$ cat src/hw/rtl/ght_pkg.sv
// ----------------------------------------------------------------------------
// ght_pkg
// Shared codes and sizes for the generational handle table.
// ----------------------------------------------------------------------------
package ght_pkg;

    // Request kinds (slave tuser)
    localparam logic [1:0] KIND_ALLOC    = 2'd0;
    localparam logic [1:0] KIND_VALIDATE = 2'd1;
    localparam logic [1:0] KIND_FREE     = 2'd2;

    // Result status codes
    localparam logic [1:0] ST_OK        = 2'd0;
    localparam logic [1:0] ST_FULL      = 2'd1;
    localparam logic [1:0] ST_EXHAUSTED = 2'd2;
    localparam logic [1:0] ST_UNKNOWN   = 2'd3;

    // Live bits are searched one word of this many slots at a time
    localparam int WORD_BITS = 32;
    localparam int WORD_LSB  = 5;

    localparam int IN_DATA_BITS  = 64;
    localparam int IN_USER_BITS  = 2;
    localparam int OUT_DATA_BITS = 80;
    localparam int HANDLE_BITS   = 63;
    localparam int INDEX_BITS    = 9;

endpackage

$ cat src/hw/rtl/ght_free_find.sv
// ----------------------------------------------------------------------------
// ght_free_find
// Lowest free slot search in two steps: on load, pick the lowest word that
// has a free slot and register it; the next cycle, encode the bit in it.
// ----------------------------------------------------------------------------
module ght_free_find #(
    parameter int SLOT_COUNT = 512,
    parameter int SLOT_BITS  = 9
) (
    input  logic                  i_clk,
    input  logic                  i_load,
    input  logic [SLOT_COUNT-1:0] i_live,
    output logic                  o_found,
    output logic [SLOT_BITS-1:0]  o_slot
);

    localparam int WORDS     = (SLOT_COUNT + ght_pkg::WORD_BITS - 1) / ght_pkg::WORD_BITS;
    localparam int WORD_IDX  = (WORDS > 1) ? $clog2(WORDS) : 1;
    localparam int PAD_BITS  = WORDS * ght_pkg::WORD_BITS;

    logic [PAD_BITS-1:0]             live_pad;
    logic [ght_pkg::WORD_BITS-1:0]   words [WORDS];
    logic [WORDS-1:0]                word_has_free;
    logic [WORD_IDX-1:0]             n_word;
    logic                            n_any;
    logic [WORD_IDX-1:0]             r_word;
    logic                            r_any;
    logic [ght_pkg::WORD_BITS-1:0]   sel_word;
    logic [ght_pkg::WORD_LSB-1:0]    bit_idx;

    // slots past the end read as live so they are never picked
    always_comb begin
        live_pad = '1;
        live_pad[SLOT_COUNT-1:0] = i_live;
    end

    for (genvar w = 0; w < WORDS; w++) begin : g_word
        assign words[w]         = live_pad[w*ght_pkg::WORD_BITS +: ght_pkg::WORD_BITS];
        assign word_has_free[w] = ~&words[w];
    end

    always_comb begin
        n_word = '0;
        n_any  = 1'b0;
        for (int w = WORDS - 1; w >= 0; w--) begin
            if (word_has_free[w]) begin
                n_word = WORD_IDX'(w);
                n_any  = 1'b1;
            end
        end
    end

    always_ff @(posedge i_clk) begin
        if (i_load) begin
            r_word <= n_word;
            r_any  <= n_any;
        end
    end

    assign sel_word = words[r_word];

    always_comb begin
        bit_idx = '0;
        for (int b = ght_pkg::WORD_BITS - 1; b >= 0; b--) begin
            if (!sel_word[b]) begin
                bit_idx = ght_pkg::WORD_LSB'(b);
            end
        end
    end

    assign o_found = r_any;
    assign o_slot  = SLOT_BITS'({r_word, bit_idx});

endmodule

$ cat config.mk
export PLATFORM = sky130hd
export DESIGN_NAME = ght_free_find
export DESIGN_NICKNAME = d
export VERILOG_FILES = /design/src/hw/rtl/ght_pkg.sv /design/src/hw/rtl/ght_free_find.sv
export SDC_FILE = /design/constraint.sdc
export NUM_CORES = 1
export LEC_CHECK = 0
export ABC_CLOCK_PERIOD_IN_PS = 5900
export BUFFER_PORTS_ARGS = -buffer_cell sky130_fd_sc_hd__buf_2
export CORE_AREA = 2 2 205 207
export DETAILED_ROUTE_END_ITERATION = 10
export DIE_AREA = 0 0 207 209
export GPL_ROUTABILITY_DRIVEN = 1
export PLACE_DENSITY = 0.47
export SYNTH_ARGS = -nofsm -noshare
export SYNTH_HDL_FRONTEND = slang
export SYNTH_SLANG_ARGS = --single-unit
$ cat constraint.sdc
create_clock -name i_clk -period 5.9 [get_ports i_clk]
set_input_delay 0.59 -clock i_clk [delete_from_list [all_inputs] [get_ports i_clk]]
set_output_delay 0.59 -clock i_clk [all_outputs]
set_load 0.1 [all_outputs]
==> Word level (Yosys, flattened, before mapping) <==
Index checks and enable logic that the tools add are counted.
{ "totals": {"out_inout_bits": 10, "register_bits": 5, "input_bits": 514, "word_cells": 78} }
{ "op_classes": {"magnitude_cmp": 1, "bitwise": 1, "n_mux": 51, "reduce_logical": 20} }
{ "ops": {"columns": ["operator", "count"], "rows": [
  ["$reduce_and A32 Y1", 16],
  ["$reduce_and A480 Y1", 1],
  ["$reduce_and A256 Y1", 1],
  ["$mux W5", 32],
  ["$bmux W32 S4", 1],
  ["$reduce_and A128 Y1", 1],
  ["$mux W32", 2],
  ["$reduce_and A64 Y1", 1],
  ["$mux W4", 8],
  ["$mux W3", 4],
  ["$ge A5 B5 Y1 const B", 1],
  ["$not A4 Y5", 1],
  ["$mux W2", 2],
  ["$mux W1", 2]
]} }

==> Longest topological paths before layout <==
{ "depth": {"ltp_word": 36, "mapped_depth": 12, "mapped_depth_nobuf": 8} }

==> Worst setup path before layout <==
Ideal clock, no wire load.
{ "synth_path": {"path_kind": "flip-flop to output port", "start": "register r_word[0]", "end": "output o_slot[4]", "arrival_ps": 4778, "t_required_ps": 5310, "path_buffers": 3, "stages_incl_launch_ff": 10, "setup_slack_ps": 532, "cell_sequence": "edfxtp_1 > buf_6 > buf_2 > buf_4 > mux4_2 > a22oi_1 > a21oi_1 > nand3_1 > nor3_1 > nor3_1"} }
{ "synth_via": {"elab_chain_len": 36} }
{ "synth_lines": {"columns": ["item", "line_no", "rtl"], "rows": [
  ["from (decl)", "ght_free_find.sv:26", "logic [WORD_IDX-1:0] r_word;"],
  ["from (signal assigned)", "ght_free_find.sv:55", "r_word <= n_word;"],
  ["$not A4 Y5 (implied by the code) (*)", "ght_free_find.sv:60", "assign sel_word = words[r_word];"],
  ["$bmux W32 S4 (*)", "ght_free_find.sv:60", null],
  ["$mux W32 (implied by the code) (*) (2 in series)", "ght_free_find.sv:60", null],
  ["$mux W5 (31 in series)", "ght_free_find.sv:65", "if (!sel_word[b]) begin"],
  ["$mux W5 (*)", "ght_free_find.sv:65", null],
  ["to (decl)", "ght_free_find.sv:14", "output logic [SLOT_BITS-1:0] o_slot"]
]} }
Mark *: on every way between the ends. The rest lies on a longest branch, timed or not. The select of a mux whose other input is x is not followed.

==> Final worst setup path <==
{ "layout_path": {"start": "register r_word[2]", "end": "output o_slot[1]"} }
The elaborated chain is that of the path after synthesis.

==> impl_results.md <==
* Starting Density at around 13%
* Register area share after synthesis at under 10%
* Synth Warn # at 0
* Final Cycle Share at 81.66%
* Clock slew at reported path FFs at approximately 40 ps
* FMAX at roughly 0.21 GHz
* Tmin final at around 4800 ps
* Worst Hold Class: in -> reg
* CTS Buf Count at 3
* Max-cap viol count at 0
* Top-count cell post-synth: mux4_2
* Post-place setup slack at around 1000 ps
* Final core utilization at between 20% and 30%
* Cell area after synthesis at 5540 µm²
* Routed len/inst at around 31 µm
* Mean post-synth cell area at around 11 µm²
* Fin nets at 1532
* P&R area growth vs syn at 60.21%
* Top cell type's share of synthesized area at about three fifths
* Final GP Congestion at 0.9547
* Total track usage at 21.07%
* Setup WS post-layout at about 1100 ps
* Grt total ovfl at 0
* Complex-gate fraction of the synthesized area at 8.988%
* Clock Path Buffers at 2
* Setup Viol. Count Final at 0
* Max VDD drop at about 0.082 mV
* Post-synthesis adder-cell area fraction at 0%
* Setup Fix Bufs, Post-CTS at 0
* Clock Tree Root: clkbuf_16
* Pins Over Slew Limit at 0
* PwrDens at ~100 nW/µm²
* Via count at 8164
* Outcome: complete, no violations
* Async S/R FF share, synth at 0%
* Ports at approximately 520
* First-pass DRT Iterations at 5
* Worst setup EP type: primary output
* DRT iter0 DRCs at 695
* Dpl cell area at ~9000 µm²
* Post-CTS sizing at 0
* First-pass GRT wire length at about 65000 µm
* CTS Sinks at 5
* Arrival time worst endpoint at around 4200 ps
* Number of global-route vias before repair at slightly below 9k
* Worst EP required at about 5300 ps
* Via/cell ratio at approximately 5.2
* Post-CTS Hold Fix Bufs at 0
* H-tree depth at 1
* Setup TNS at 0 ps
* Combinational Power Share at 81.6%
* Slew headroom at around 23%
* Core Region at 41290 µm²
* Main synth FF type: edfxtp_1
* Simple-Gate Fraction of Synth Area at 25.72%
* Unrepaired setup endpoints after global routing: no
* Final HPWL from detailed placement at between 40000 and 50000 µm
* Layout fillers at ~4.6k
* Dominant cell type by area after synthesis: mux4_2
* FP Rows at 75
* Crit path kind: reg -> out
* #FFs+latches synth at 5
* Post-synth EDFFs at 5
* Die area at between 40000 and 50000 µm²
* Routed Antenna Nets at 0
* Sw Ratio at roughly 47%
* Synth Instances at 510
* Die Ht at roughly 210 µm
* Residual DRC at 0
* Pleak at approximately 0.0035 µW
* CP Capture Point: o_slot[1]
* Design area at 8876 µm²
* Synth Area in XOR/XNOR at 0%
* IO Port Bufs at 523
* Crit path launch: r_word[2]$_SDFFCE_PN0P_
* Die width at between 200 and 250 µm
* Yosys cell types at 41
* Flop pwr share at 5.8%
* Synth area leaders: mux4_2 (58%), nand4_1 (15%), a22oi_1 (3.8%)
* CTS tree: built
* Share of cells above drive strength 1 at 68.24%
* Antenna violations before repair at 7
* Largest net degree at the start of global routing at 39
* Slew @ Worst Pin at around 1100 ps
* Hold slack at 696.0 ps
* Largest family of logic cells by synthesized area: multiplexers
* Crit path max fanout at 17
* Post-synthesis mux area share at approximately 58%
* Startpoint Class: flop
* Int Power at approximately 470 µW
* Top cells by count, synth: mux4_2 (143), nand4_1 (136), nand2_1 (43)
* Net Sw Power at around 420 µW
* Clock power frac at around an eighth
* Final hold violation count at 0
* Post-Syn Nets at around 1.0k
* Final WL at between 40000 and 50000 µm
through the flow:
step,total power [µW],std cells
after floorplan,383.8,510
after global placement,775.4,1552
after detailed placement,771.5,1552
after CTS,889.0,1556
after global routing,932.5,1561
final,885.2,1562
registers in the layout, summed over array words and instances, names as in the netlist:
name     cells
o_found      1
r_word       4
layer usage:
metal  global-route usage (%)  vias up  part of all wire (%)
met5                        0        -                 0.027
met4                    4.409        2                   2.3
met3                    3.216       52                   7.3
met2                    36.52      550                    49
met1                    27.72     4120                    41
li1                         -     3440                     -
worst max-delay path, stage by stage (launching register included):
cell and delay (ps):
edfxtp_1 720, buf_4 340, and2_1 790, a22oi_1 350
nand2_1 270, nand2_1 150, a311oi_1 450, o21ai_1 130
a311oi_1 280, o22ai_1 170, buf_2 340
power groups by stage:
stage | combinational, µW | clock (µW) | sequential [µW]
after global routing | 761 | 119 | 52.8
after floorplan | 328 | 0 | 55.8
after detailed placement | 719 | 0 | 52.8
after global placement | 723 | 0 | 52.4
final | 722 | 111 | 51.6
after CTS | 721 | 115 | 52.3
cell usage in the layout (no fill, tap or decap), drive strengths merged, types with 4 or more instances in the layout:
cell type and instances:
buf 542, mux4 143, nand4 136, nand2 44, nor4 32, a22oi 28
nor2 17, a21oi 8, diode 6, o21ai 6, edfxtp 5, and2 4
or4 4, nand3 4, a31oi 4, clkbuf 4, nor2b 4
worst min path at each step:
stage,slack (ps),cells past startpoint,startpoint,to
after global placement,920,1,i_load,o_found$_SDFFCE_PN1P_
after detailed placement,920,1,i_load,o_found$_SDFFCE_PN1P_
after global routing,700,1,i_load,o_found$_SDFFCE_PN1P_
final,700,1,i_load,o_found$_SDFFCE_PN1P_
after floorplan,700,0,i_load,o_found$_SDFFCE_PN1P_
after CTS,680,1,i_load,o_found$_SDFFCE_PN1P_
cells by family after synthesis:
| family | count (synthesis) |
|---|---|
| DFF | 5 |
| buffers and inverters | 42 |
| muxes | 143 |
| and+or+nand+nor | 252 |
| AOI/OAI and AO/OA | 68 |
cell type report:
type | instances | area [µm²] | share of cell area (%)
multi-input cells | 463 | 5149 | 58.01
repair buffers | 542 | 2798 | 31.52
well taps | 539 | 674.4 | 7.598
flip-flops and latches | 5 | 150.1 | 1.692
clock buffers | 4 | 78.83 | 0.8881
diodes | 6 | 15.01 | 0.1692
inverters | 3 | 11.26 | 0.1269
(Power assumes the default switching activity.)
